`src/hdl/spte_pkg.sv`:
```
package spte_pkg;

    localparam int MAX_TERMS    = 64;
    localparam int MAX_EXPONENT = 9;
    localparam int IDX_W        = $clog2(MAX_TERMS);
    localparam int CNT_W        = 7;
    localparam int COEF_W       = 32;
    localparam int CODE_W       = 12;
    localparam int ENTRY_W      = COEF_W + CODE_W;
    localparam int ACC_W        = 40;

    localparam logic [1:0] MODE_INSERT = 2'd0;
    localparam logic [1:0] MODE_EVAL   = 2'd1;
    localparam logic [1:0] MODE_CLEAR  = 2'd2;

    localparam logic [1:0] ST_OK   = 2'd0;
    localparam logic [1:0] ST_FULL = 2'd1;
    localparam logic [1:0] ST_SAT  = 2'd2;

    // datapath operand select for the shared multiplier
    localparam logic [1:0] OP_X    = 2'd0;
    localparam logic [1:0] OP_Y    = 2'd1;
    localparam logic [1:0] OP_Z    = 2'd2;
    localparam logic [1:0] OP_COEF = 2'd3;

    // table write data select
    localparam logic [1:0] WR_NEW  = 2'd0;
    localparam logic [1:0] WR_FOLD = 2'd1;
    localparam logic [1:0] WR_MOVE = 2'd2;

    typedef struct packed {
        logic             load;      // capture input item
        logic             clr_cnt;   // empty the table
        logic             rd;        // read entry at rd_idx
        logic [IDX_W-1:0] rd_idx;
        logic             wr;        // write wr_data at wr_idx
        logic [IDX_W-1:0] wr_idx;
        logic [1:0]       wr_sel;    // new term, folded term or moved entry
        logic             cnt_inc;
        logic             cnt_dec;
        logic             term_init; // t = 1.0 from entry just read
        logic             mul;       // one multiply step
        logic [1:0]       mul_op;
        logic             acc_add;
        logic             acc_clr;
    } t_cmd;

    typedef struct packed {
        logic [CNT_W-1:0] count;
        logic [CODE_W-1:0] in_code;
        logic [CODE_W-1:0] rd_code;
        logic [3:0]        exp_x;
        logic [3:0]        exp_y;
        logic [3:0]        exp_z;
        logic              in_coef_zero;
        logic              fold_zero;
    } t_stat;

    function automatic logic [3:0] clamp_nib(input logic [3:0] n);
        return (n > 4'(MAX_EXPONENT)) ? 4'(MAX_EXPONENT) : n;
    endfunction

endpackage

```
`src/hdl/spte_ctrl.sv`:
```
module spte_ctrl (
    input  logic            i_clk,
    input  logic            i_rst_n,
    input  logic            start,
    input  logic [1:0]      i_mode,
    output logic            busy,
    output spte_pkg::t_cmd  o_cmd,
    input  spte_pkg::t_stat i_stat,
    input  logic            i_sat,
    output logic            o_done,
    output logic            o_is_eval,
    output logic [1:0]      o_status
);
    import spte_pkg::*;

    localparam logic [3:0] S_IDLE    = 4'd0;
    localparam logic [3:0] S_SRD     = 4'd1;  // read entry i
    localparam logic [3:0] S_SCMP    = 4'd2;  // compare with code
    localparam logic [3:0] S_DEL_RD  = 4'd3;  // read i+1 for shift down
    localparam logic [3:0] S_DEL_WR  = 4'd4;
    localparam logic [3:0] S_INS_RD  = 4'd5;  // read j-1 for shift up
    localparam logic [3:0] S_INS_WR  = 4'd6;
    localparam logic [3:0] S_ERD     = 4'd7;
    localparam logic [3:0] S_EINIT   = 4'd8;
    localparam logic [3:0] S_EMUL    = 4'd9;
    localparam logic [3:0] S_EADD    = 4'd10;
    localparam logic [3:0] S_DONE    = 4'd11;
    localparam logic [3:0] S_INS_NEW = 4'd12; // new term into the hole at 0

    logic [3:0]       r_state, n_state;
    logic [CNT_W-1:0] r_i, n_i;
    logic [1:0]       r_mode, n_mode;
    logic [1:0]       r_st, n_st;
    logic [1:0]       r_op, n_op;
    logic [3:0]       r_k, n_k;
    logic [CNT_W-1:0] cnt;

    assign cnt = i_stat.count;

    always_ff @(posedge i_clk) begin
        if (!i_rst_n) begin
            r_state <= S_IDLE;
            r_i     <= '0;
            r_mode  <= MODE_INSERT;
            r_st    <= ST_OK;
            r_op    <= OP_X;
            r_k     <= '0;
        end else begin
            r_state <= n_state;
            r_i     <= n_i;
            r_mode  <= n_mode;
            r_st    <= n_st;
            r_op    <= n_op;
            r_k     <= n_k;
        end
    end

    always_comb begin
        n_state = r_state;
        n_i     = r_i;
        n_mode  = r_mode;
        n_st    = r_st;
        n_op    = r_op;
        n_k     = r_k;
        o_cmd   = '0;
        o_cmd.rd_idx = r_i[IDX_W-1:0];
        o_cmd.wr_idx = r_i[IDX_W-1:0];
        o_cmd.mul_op = r_op;
        unique case (r_state)
            S_IDLE: begin
                if (start) begin
                    o_cmd.load = 1'b1;
                    n_mode = i_mode;
                    n_st   = ST_OK;
                    n_i    = '0;
                    if (i_mode == MODE_INSERT) n_state = S_SRD;
                    else if (i_mode == MODE_EVAL) begin
                        o_cmd.acc_clr = 1'b1;
                        n_state = S_ERD;
                    end else begin
                        if (i_mode == MODE_CLEAR) o_cmd.clr_cnt = 1'b1;
                        n_state = S_DONE;
                    end
                end
            end
            S_SRD: begin
                if (r_i >= cnt) begin
                    // append or fall past the end
                    if (i_stat.in_coef_zero) n_state = S_DONE;
                    else if (cnt >= CNT_W'(MAX_TERMS)) begin
                        n_st = ST_FULL;
                        n_state = S_DONE;
                    end else begin
                        o_cmd.wr = 1'b1;
                        o_cmd.wr_sel = WR_NEW;
                        o_cmd.cnt_inc = 1'b1;
                        n_state = S_DONE;
                    end
                end else begin
                    o_cmd.rd = 1'b1;
                    n_state = S_SCMP;
                end
            end
            S_SCMP: begin
                if (i_stat.rd_code < i_stat.in_code) begin
                    n_i = r_i + 1'b1;
                    n_state = S_SRD;
                end else if (i_stat.rd_code == i_stat.in_code) begin
                    if (i_stat.fold_zero) n_state = S_DEL_RD;
                    else begin
                        o_cmd.wr = 1'b1;
                        o_cmd.wr_sel = WR_FOLD;
                        n_state = S_DONE;
                    end
                end else if (i_stat.in_coef_zero) n_state = S_DONE;
                else if (cnt >= CNT_W'(MAX_TERMS)) begin
                    n_st = ST_FULL;
                    n_state = S_DONE;
                end else begin
                    // shift entries i..cnt-1 up by one, from the top
                    n_i = cnt;
                    n_state = S_INS_RD;
                end
            end
            S_DEL_RD: begin
                if (r_i + 1'b1 >= cnt) begin
                    o_cmd.cnt_dec = 1'b1;
                    n_state = S_DONE;
                end else begin
                    o_cmd.rd = 1'b1;
                    o_cmd.rd_idx = IDX_W'(r_i + 1'b1);
                    n_state = S_DEL_WR;
                end
            end
            S_DEL_WR: begin
                n_state = S_DEL_RD;
                n_i = r_i + 1'b1;
                o_cmd.wr = 1'b1;
                o_cmd.wr_sel = WR_MOVE;
            end
            S_INS_RD: begin
                o_cmd.rd = 1'b1;
                o_cmd.rd_idx = IDX_W'(r_i - 1'b1);
                n_state = S_INS_WR;
            end
            S_INS_WR: begin
                if (i_stat.rd_code > i_stat.in_code) begin
                    o_cmd.wr = 1'b1;
                    o_cmd.wr_sel = WR_MOVE;
                    n_i = r_i - 1'b1;
                    n_state = (r_i == CNT_W'(1)) ? S_INS_NEW : S_INS_RD;
                end else begin
                    // entry below is smaller: the hole at r_i takes the new term
                    o_cmd.wr = 1'b1;
                    o_cmd.wr_sel = WR_NEW;
                    o_cmd.cnt_inc = 1'b1;
                    n_state = S_DONE;
                end
            end
            S_INS_NEW: begin
                o_cmd.wr = 1'b1;
                o_cmd.wr_sel = WR_NEW;
                o_cmd.cnt_inc = 1'b1;
                n_state = S_DONE;
            end
            S_ERD: begin
                if (r_i >= cnt) n_state = S_DONE;
                else begin
                    o_cmd.rd = 1'b1;
                    n_state = S_EINIT;
                end
            end
            S_EINIT: begin
                o_cmd.term_init = 1'b1;
                n_op = OP_X;
                n_k  = i_stat.exp_x;
                n_state = S_EMUL;
            end
            S_EMUL: begin
                if (r_op != OP_COEF && r_k == '0) begin
                    n_op = r_op + 1'b1;
                    n_k  = (r_op == OP_X) ? i_stat.exp_y : i_stat.exp_z;
                end else begin
                    o_cmd.mul = 1'b1;
                    if (r_op == OP_COEF) n_state = S_EADD;
                    else n_k = r_k - 1'b1;
                end
            end
            S_EADD: begin
                o_cmd.acc_add = 1'b1;
                n_i = r_i + 1'b1;
                n_state = S_ERD;
            end
            S_DONE: n_state = S_IDLE;
            default: n_state = S_IDLE;
        endcase
    end

    assign busy      = (r_state != S_IDLE);
    assign o_done    = (r_state == S_DONE);
    assign o_is_eval = (r_mode == MODE_EVAL);
    assign o_status  = (r_mode == MODE_EVAL) ? (i_sat ? ST_SAT : ST_OK) : r_st;

endmodule

```
`config.mk`:
```
export PLATFORM = sky130hd
export DESIGN_NAME = spte_ctrl
export DESIGN_NICKNAME = d
export VERILOG_FILES = /design/src/hdl/spte_pkg.sv /design/src/hdl/spte_ctrl.sv
export SDC_FILE = /design/constraint.sdc
export NUM_CORES = 1
export LEC_CHECK = 0
export ABC_AREA = 1
export ABC_CLOCK_PERIOD_IN_PS = 6000
export BUFFER_PORTS_ARGS = -buffer_cell sky130_fd_sc_hd__buf_2
export CAP_MARGIN = 20
export CORE_MARGIN = 1.5
export CORE_UTILIZATION = 45
export DETAILED_ROUTE_END_ITERATION = 12
export PLACE_DENSITY = 0.81
export SYNTH_ARGS = -nofsm -noshare
export SYNTH_HDL_FRONTEND = slang
export SYNTH_SLANG_ARGS = --single-unit
```
`constraint.sdc`:
```
create_clock -name i_clk -period 6 [get_ports i_clk]
set_clock_uncertainty 0.05 [all_clocks]
set_input_delay 0.3 -clock i_clk [delete_from_list [all_inputs] [get_ports i_clk]]
set_output_delay 0.3 -clock i_clk [all_outputs]
set_load 0.02 [all_outputs]
```
=== After elaboration in Yosys (flattened, before gate mapping) ===
Cells that the tools add are included.

* Output and inout bits: 31
* Input port bits: 51
* Bits in registers: 21
* Logic and storage cells: 138

* Mux-type cells: 74
* Add/sub/neg operators: 4
* Equal/unequal tests: 31
* Reduce and logical (&&, ||, !) cells: 18
* $lt $le $gt $ge: 5

{| class="wikitable"
|+ Operators by type and width
! kind !! number
|-
| $mux 4 || 17
|-
| $mux 7 || 7
|-
| $pmux 4 s12 || 1
|-
| $pmux 7 s4 || 1
|-
| $mux 1 || 27
|-
| $mux 2 || 13
|-
| $eq 4x4->1 const B || 5
|-
| $ne 2x2->1 const B || 9
|-
| $eq 4x3->1 const B || 4
|-
| $ge 7x7->1 || 2
|-
| $eq 12x12->1 || 1
|-
| $gt 12x12->1 || 1
|-
| $lt 12x12->1 || 1
|-
| $ne 3x3->1 const B || 4
|-
| $pmux 6 s2 || 1
|-
| $pmux 1 s3 || 3
|-
| $eq 4x2->1 const B || 2
|-
| $logic_not 4->1 || 2
|-
| $pmux 2 s4 || 1
|-
| $pmux 4 s2 || 1
|-
| $reduce_bool 4->1 || 2
|-
| $add 7x1->7 const B || 1
|-
| $eq 7x1->1 const B || 1
|-
| $ge 7x7->1 const B || 1
|-
| other kinds (18) || 24
|}

=== Longest topological paths before layout ===
Gate-level depths: netlist of the first run.

* Word-level depth: 6
* Gate-level depth with buffers: 18
* Depth with buffers taken out: 18

=== Worst setup path after synthesis of the first run ===
OpenSTA, ideal clock, no wires.

* Kind: register -> output
* Start point: register r_i[0]
* End point: output o_cmd[17] in the netlist's numbering
* Data required time: 5.650 ns
* Stages on the path, launching flop included: 15
* Buffers on the path: 0
* Data arrival time: 2.447 ns
* Path slack: 3.203 ns
* Path through: dfxtp_1 ha_1 nand3_1 nor2_1 nand3_1 nand2_1 inv_1 ha_1 inv_1 nor2_1 nand2_1 nand3_1 nor2_1 nor2_1 xor2_1

{| class="wikitable"
|+ RTL lines
! element !! RTL line !! RTL
|-
| from (decl) || spte_ctrl.sv:31 || <nowiki>logic [CNT_W-1:0] r_i, n_i;</nowiki>
|-
| from (signal assigned) || spte_ctrl.sv:50 || <nowiki>r_i <= n_i;</nowiki>
|-
| to (decl) || spte_ctrl.sv:7 || <nowiki>output spte_pkg::t_cmd o_cmd,</nowiki>
|}

==> results of run 1 <==
-- flip-flops by register name (all words and copies together), names as in the netlist --
name     count
r_i          7
r_st         1
r_k          4
r_state      4
r_mode       2
r_op         2
-- area by class of cell --
class                      instances  share of cell area
sequential                        20               0.122
clock buffer                       4              0.0168
inverter                          85              0.0975
multi-input combinational        352               0.611
tap                               75              0.0287
timing repair buffer              81               0.124
-- per-layer routing --
layer,GRT usage,up-vias
li1,-,1648
met1,0.287,1448
met2,0.444,88
met3,0.0356,12
met4,0.0661,0
met5,0,-
-- placed cells by master, fill, tap and decap left out, drive strengths merged, types with 2 or more instances in the layout --
cell type    n
nor3         4
nand3       30
o211ai       4
nor4         2
ha          33
or2          3
a31oi        2
xnor2        3
o21ai       16
a21oi       33
dfxtp       20
nand2      134
inv         85
o221ai       2
mux2         3
clkbuf       4
nor2        54
nand3b       3
a211oi       2
buf         81
xor2         4
nand4       14
-- critical path: cells and delay by family, from the launching register on --
| family | cells | cell delay [ns] |
|---|---|---|
| and+or+nand+nor | 9 | 1.29 |
| adders and majority gates | 2 | 0.58 |
| AOI/OAI and AO/OA | 2 | 0.24 |
| DFF | 1 | 0.55 |
| buffers and inverters | 3 | 0.28 |
-- cells by family (layout without fill, tap and decap cells) --
family	Yosys count	in the layout	share of synthesized area
AO/OA/AOI/OAI	62	62	0.128
flip-flops	20	20	0.143
AND/OR/NAND/NOR	247	247	0.406
multiplexers	3	3	0.0121
XOR/XNOR	7	7	0.0219
buffers and inverters	96	170	0.141
adder cells (fa/ha/maj)	33	33	0.148
-- power by group through the flow --
stage	clock network, mW	logic (mW)	registers, mW
after global routing	0.113	0.889	0.238
after floorplan	0	0.597	0.226
final	0.106	0.798	0.232
after global placement	0	0.775	0.231
after detailed placement	0	0.785	0.233
after CTS	0.109	0.791	0.231
-- worst min-delay path by stage --
stage,from,endpoint
2_1_floorplan,i_rst_n,r_st[0]$_SDFFE_PN0P_
3_3_place_gp,r_st[0]$_SDFFE_PN0P_,r_st[0]$_SDFFE_PN0P_
4_1_cts,i_rst_n,r_st[0]$_SDFFE_PN0P_
5_1_grt,i_rst_n,r_k[0]$_SDFFE_PN0P_
6_report,i_rst_n,r_st[0]$_SDFFE_PN0P_
3_5_place_dp,r_st[0]$_SDFFE_PN0P_,r_st[0]$_SDFFE_PN0P_
==> run summary, run 1 <==
The count of nets left with antenna violations after detail routing came out at 0. For this run, the register share of the synthesized area comes to 0.143. The CTS H-tree depth came out at 1.

The post-layout worst setup margin is 2.44 ns. Registers take 400 um^2. The flow ran to the end, and the final reports show no timing, DRC or antenna violations. The worst slack at placement is 2.81 ns.

The number of nets in the synthesized netlist is 552. The final standard cell utilization of the core is 0.550. The total of flip-flops plus latches after synthesis came out at 20. In this run the worst setup path terminates at o_cmd[19]. The min-delay analysis places its worst path in the category in -> reg. The total wire length after detailed routing is 7.94 mm. The total power came out at 1.14 mW.

The power spent charging and discharging nets is 628 uW. The synthesized netlist occupies a cell area of 0.00279 mm^2. The count of input and output buffers is 81.

The kind of start point of the critical path is a register. Routability-driven placement finished with a final weighted congestion of 0.939. The floorplan step defined a core boundary enclosing 0.00596 mm^2. The layout overhead on the synthesized area is 17.2%. The detail-routed via count per cell is 5.18. The via count of the first global-routing pass came out at 2,927.

The total number of vias is 3,196. The critical setup path kind is reg -> out. The floorplan die area came out at 0.00669 mm^2.

The sum of net half-perimeters after detailed placement came out at 6.52 mm. The synthesized area divided by synthesized cell count came out at 5.97 um^2. The total of max-cap violations came out at 0.

The tightest hold path in the finished design has a slack of 0.263 ns. Clock tree synthesis found a total of 20 sinks. The number of enable-type register cells in the synthesized netlist is 0. The biggest area contributor in the post-synthesis netlist is nand2_1.

The root buffer cell chosen for the clock tree is clkbuf_8. The highest net fanout along the worst path came out at 10. The setup slack of the worst register-to-register path came out at 3.22 ns. The final net count is 627. The count of mapped cells out of synthesis is 468. The share of total power dissipated in sequential elements is 0.204. The number of standard cells in the layout, taps in and fillers out came out at 617. Dividing total power by cell area gives a power density of 347 mW/mm^2. After synthesis, the most frequently instantiated cells are nand2_1, inv_1, nor2_1. The logic gate share of total power came out at 0.703. Among all stages on the critical path, the largest delay is contributed by dfxtp_1. The total leakage power came out at 1.88 nW. Once placement finished, the instance area stood at 0.00322 mm^2. The worst slew margin relative to its limit came out at 0.606.

The total routing resource utilization after global routing came out at 0.241. Summed over all failing endpoints, the final setup total negative slack is 0 ns. The number of max-slew violations in the final report is 0. The routed metal-1 wirelength is 3.52 mm. The critical path goes through ha_1 -> nand3_1 -> nor2_1 -> nand3_1 -> nand2_1 -> inv_1 -> ha_1 -> nand2_1 -> inv_1 -> a21oi_1 -> nand3_1 -> nor2_1 -> nor2_1 -> nand2_1 -> o221ai_1 -> buf_2. The wire length on met3 came out at 294 um. The placement row count came out at 28.

After global routing the overflow that remains totals 0. The number of warning messages in the yosys log is 0. The main flop type after synthesis is dfxtp_1.

The length in cells of the worst reg-to-reg path came out at 17. The length of the first detailed-routing pass in iterations came out at 4. The number of hold buffers added after CTS is 0. The area used by multi-input combinational logic is 0.00200 mm^2.

Of the post-synthesis cell area, the dominant cell type holds 0.172. The origin of the worst setup path is r_i[0]$_SDFFE_PN0P_. The clock network fraction of total power is 0.093. STA puts the critical path data required time at 5.65 ns.

The chip height came out at 81.8 um. The post-route cell area came out at 0.00327 mm^2. The maximum count of clock buffers along a single path came out at 2. The number of cells in the design after placement came out at 613. The launch instance of the worst register-to-register path is r_i[0]$_SDFFE_PN0P_. The cell depth of the worst hold path came out at 3. Counting the buffers created by CTS gives 3. The transition at the pin with the smallest max-transition slack came out at 0.590 ns. Counting I/O delays and the setup requirement, the final critical path takes 3.56 ns. In the final layout, the share of cells above drive strength 1 is 0.216.

The internal cell power is 508 uW. The number of antenna violations at the first check in global routing came out at 0. By instance count, the leading cell after synthesis is nand2_1. The wire length on met2 came out at 4.01 mm. The antenna diode instance count is 0. The routed wire length per instance is 12.9 um. The residual DRC count came out at 0. The capture instance of the worst register-to-register path is r_state[1]$_SDFFE_PN0P_. Yosys attributes the largest share of cell area to nand2_1, ha_1, dfxtp_1.

The fraction of power spent switching nets is 0.553. The number of distinct library cells after synthesis came out at 40. The worst path arrival time is 3.21 ns. The number of hold violations in the final report is 0. Setup repair after global routing left no endpoint under its margin. Once the clock tree was built, the resizer swapped 0 gates to a different size. The proportion of synthesized flip-flops having asynchronous set or reset came out at 0. After clock tree synthesis, the clock-pin slew on the worst setup and hold paths is 0.07 ns. The post-CTS setup buffer count came out at 0. The clock tree from TritonCTS is built. The die boundary width came out at 81.8 um.

The clock latency reported for the late side of the worst-skew pair is 0.26 ns. The endpoint kind of the worst setup timing path is a primary output. The maximum ir drop on the vdd rail came out at 282 uV. The wire length of the first global-routing pass is 12.7 mm.

The largest single stage delay on the critical path is 0.55 ns. The largest net degree at the start of global routing came out at 15. Setup violations remaining at the end of the flow were counted as 0. The final clock period utilization by the worst path is 0.594. The highest signal layer in the routed design is met4. The initial core utilization came out at 0.469.

The number of fill cells is 626. The timing-limited maximum frequency came out at 0.281 GHz. The DRC violation total after the first TritonRoute iteration is 162. For this design the top-level I/O count stands at 82.
Power figures use the tool's default switching activity.
==> run 2, diff against run 1 <==
- ABC_CLOCK_PERIOD_IN_PS: 6000 -> 3100
- PLACE_DENSITY: 0.81 -> 0.84
- clock period: 6 -> 3.1 ns (I/O delays scaled with it)
==> run summary, run 2 (synthesized netlist as in run 1, its figures left out) <==
The run finished with clean final reports. The antenna diode instance count came out at 0. The filler cells instantiated in the layout total 594. Data arrives at the worst endpoint at 2.78 ns.

The maximum ir drop on the vdd rail is 520 uV. Leaving out fill and tap cells, the most frequent cell in the layout is nand2_1. The final critical-path required period is 2.98 ns. The I/O pin count is 82. Counting the buffers created by CTS gives 3. TritonCTS built the clock tree.

In this run the worst hold path is classified as in -> reg. The total of max-cap violations came out at 0. Across every metal layer, demand over resource in global routing totals 0.244. The worst slew margin relative to its limit is 0.632. Compared with the post-synthesis result, the final layout area differs by 20.7%. Following the worst setup path forward leads to its endpoint at o_cmd[21]. The endpoint identified for the worst register-to-register timing path is r_state[0]$_SDFFE_PN0P_. For this run, the top clock speed supported by timing is 0.335 GHz.

The initial core utilization came out at 0.469. The detailed router placed 3,298 vias in this run. The largest net degree at the start of global routing is 15. Of the available clock period, the critical path in the final layout requires 0.963.

The via count of the first global-routing pass came out at 3,021. The critical path required time is 2.89 ns. The critical path is of the reg -> out type. STA classifies the critical path endpoint as a primary output.

The length of the first detailed-routing pass in iterations came out at 5. The clock sink count is 20. Detailed placement ended at an HPWL of 6.71 mm.

The number of antenna violations at the first check in global routing is 0. The die boundary width came out at 81.8 um. The number of hold buffers added after CTS came out at 0. The fraction of layout instances using a drive strength above 1 is 0.245. The number of standard cells in the layout, taps in and fillers out is 623. In this run the standard cell core region covers 0.00596 mm^2.

The signal on the critical path passes through ha_2 -> nand3_2 -> nor2_4 -> nand3_1 -> nand2_2 -> inv_1 -> ha_1 -> nand2_1 -> nand2_1 -> a21oi_2 -> nand3_2 -> nor2_4 -> inv_1 -> o211ai_1 -> buf_2. The slowest cell on the critical path is dfxtp_4. Tracing the worst setup path back leads to its startpoint at r_i[0]$_SDFFE_PN0P_. The worst setup path is launched from a register. The wire length of the first global-routing pass came out at 12.9 mm.

The clock edge transition at the registers on the reported setup and hold paths is 0.07 ns. The total power came out at 2.22 mW. The maximum count of clock buffers along a single path came out at 2. Setup violations remaining at the end of the flow were counted as 0. The transition at the pin with the smallest max-transition slack came out at 0.550 ns. Setup total negative slack on the finished layout was measured at 0 ns. In the layout the commonest cells are nand2_1, inv_1, buf_2. The register with the most flip-flops in the final layout is r_i. Power spread over the standard cell area amounts to 657 mW/mm^2. The chip height is 81.8 um. The residual DRC count is 0. The floorplan die area is 0.00669 mm^2. After detailed routing, the average wire length per cell comes to 13.2 um.

The length in cells of the worst reg-to-reg path is 15. The final layout contains 634 nets. The tree is rooted in a clkbuf_8. The highest net fanout along the worst path is 6. The count of nets left with antenna violations after detail routing is 0. For this design the static power due to leakage is 1.93 nW. The number of cells in the design after placement came out at 620. The number of max-slew violations in the final report came out at 0. The DRC violation total after the first TritonRoute iteration came out at 183. The CTS H-tree depth is 1. The clock reaches the later pin of the worst-skew pair after 0.26 ns. The largest stage delay on the critical path came out at 0.38 ns. The launch instance of the worst register-to-register path is r_i[0]$_SDFFE_PN0P_.

The final weighted congestion in routability-driven placement came out at 0.941. After detailed routing, the number of vias per cell comes to 5.29. The number of flip-flops under the largest register name is 7. In the final layout, the registers with the most flip-flops are r_i (7), r_k (4), r_state (4). The count of buffers added on input and output ports is 81. The worst slack on hold paths came out at 0.136 ns. The total wire length after detailed routing is 8.19 mm. After global routing the overflow that remains totals 0.

The setup slack of the worst register-to-register path came out at 0.53 ns. The number of hold violations in the final report is 0. The placement row count is 28.
## run 2: cell types whose count changed in the layout (fill, tap and decap cells not counted), sizes merged
cell,change
clkbuf,-1
buf,+7
## run 2: worst min path at each step
| stage | from | endpoint | slack, ns | cells past startpoint |
|---|---|---|---|---|
| floorplan | i_rst_n | r_st[0]$_SDFFE_PN0P_ | 0.23 | 2 |
| global placement | i_stat[12] | r_k[2]$_SDFFE_PN0P_ | 0.38 | 3 |
| detailed placement | i_rst_n | r_st[0]$_SDFFE_PN0P_ | 0.40 | 3 |
| CTS | i_rst_n | r_st[0]$_SDFFE_PN0P_ | 0.13 | 3 |
| global route | i_rst_n | r_st[0]$_SDFFE_PN0P_ | 0.15 | 3 |
| finish | i_rst_n | r_st[0]$_SDFFE_PN0P_ | 0.14 | 3 |
## run 2: routing by layer
layer  vias to the layer above  wire length [um]  track usage
met5                         -                 0            0
met3                        18               473       0.0356
met1                      1491              3430        0.291
met4                         0               171       0.0847
met2                       129              4120        0.442
li1                       1660                 -            -
## run 2: critical path, delay by kind of cell (launching register included)
family          cells  cell delay (ns)
simple gates        8             0.92
fa+ha+maj           2             0.52
flops               1             0.38
buf+inv             3             0.36
compound gates      2             0.32
## run 2: final cells by class
| type | instances | area [um^2] | area share |
|---|---|---|---|
| Timing Repair Buffer | 88 | 465 | 0.138 |
| Tap cell | 75 | 93.8 | 0.0278 |
| Clock buffer | 3 | 41.3 | 0.0122 |
| Sequential cell | 20 | 405 | 0.120 |
| Inverter | 85 | 319 | 0.0946 |
| Multi-Input combinational cell | 352 | 2050 | 0.607 |
## run 2: through the flow
step / util / cell area (um^2) / worst slack [ns]
2_1_floorplan: - / 2790 / 0.448
3_5_place_dp: 0.549 / 3270 / 0.208
4_1_cts: 0.557 / 3310 / 0.0304
5_1_grt: 0.566 / 3370 / -0.0167
3_3_place_gp: 0.549 / 3270 / 0.305
6_report: 0.566 / 3370 / 0.116
## run 2: power breakdown
part,switching [mW],internal [mW]
Sequential,0.0980,0.340
Combinational,1.04,0.565
Clock,0.0839,0.0866
## run 2: what timing repair did
item                       4_1_cts  5_1_grt
resized for setup                1       17
setup buffers                    0        0
hold endpoints to repair         0        0
setup endpoints to repair        6        7
pin swaps                        0        2
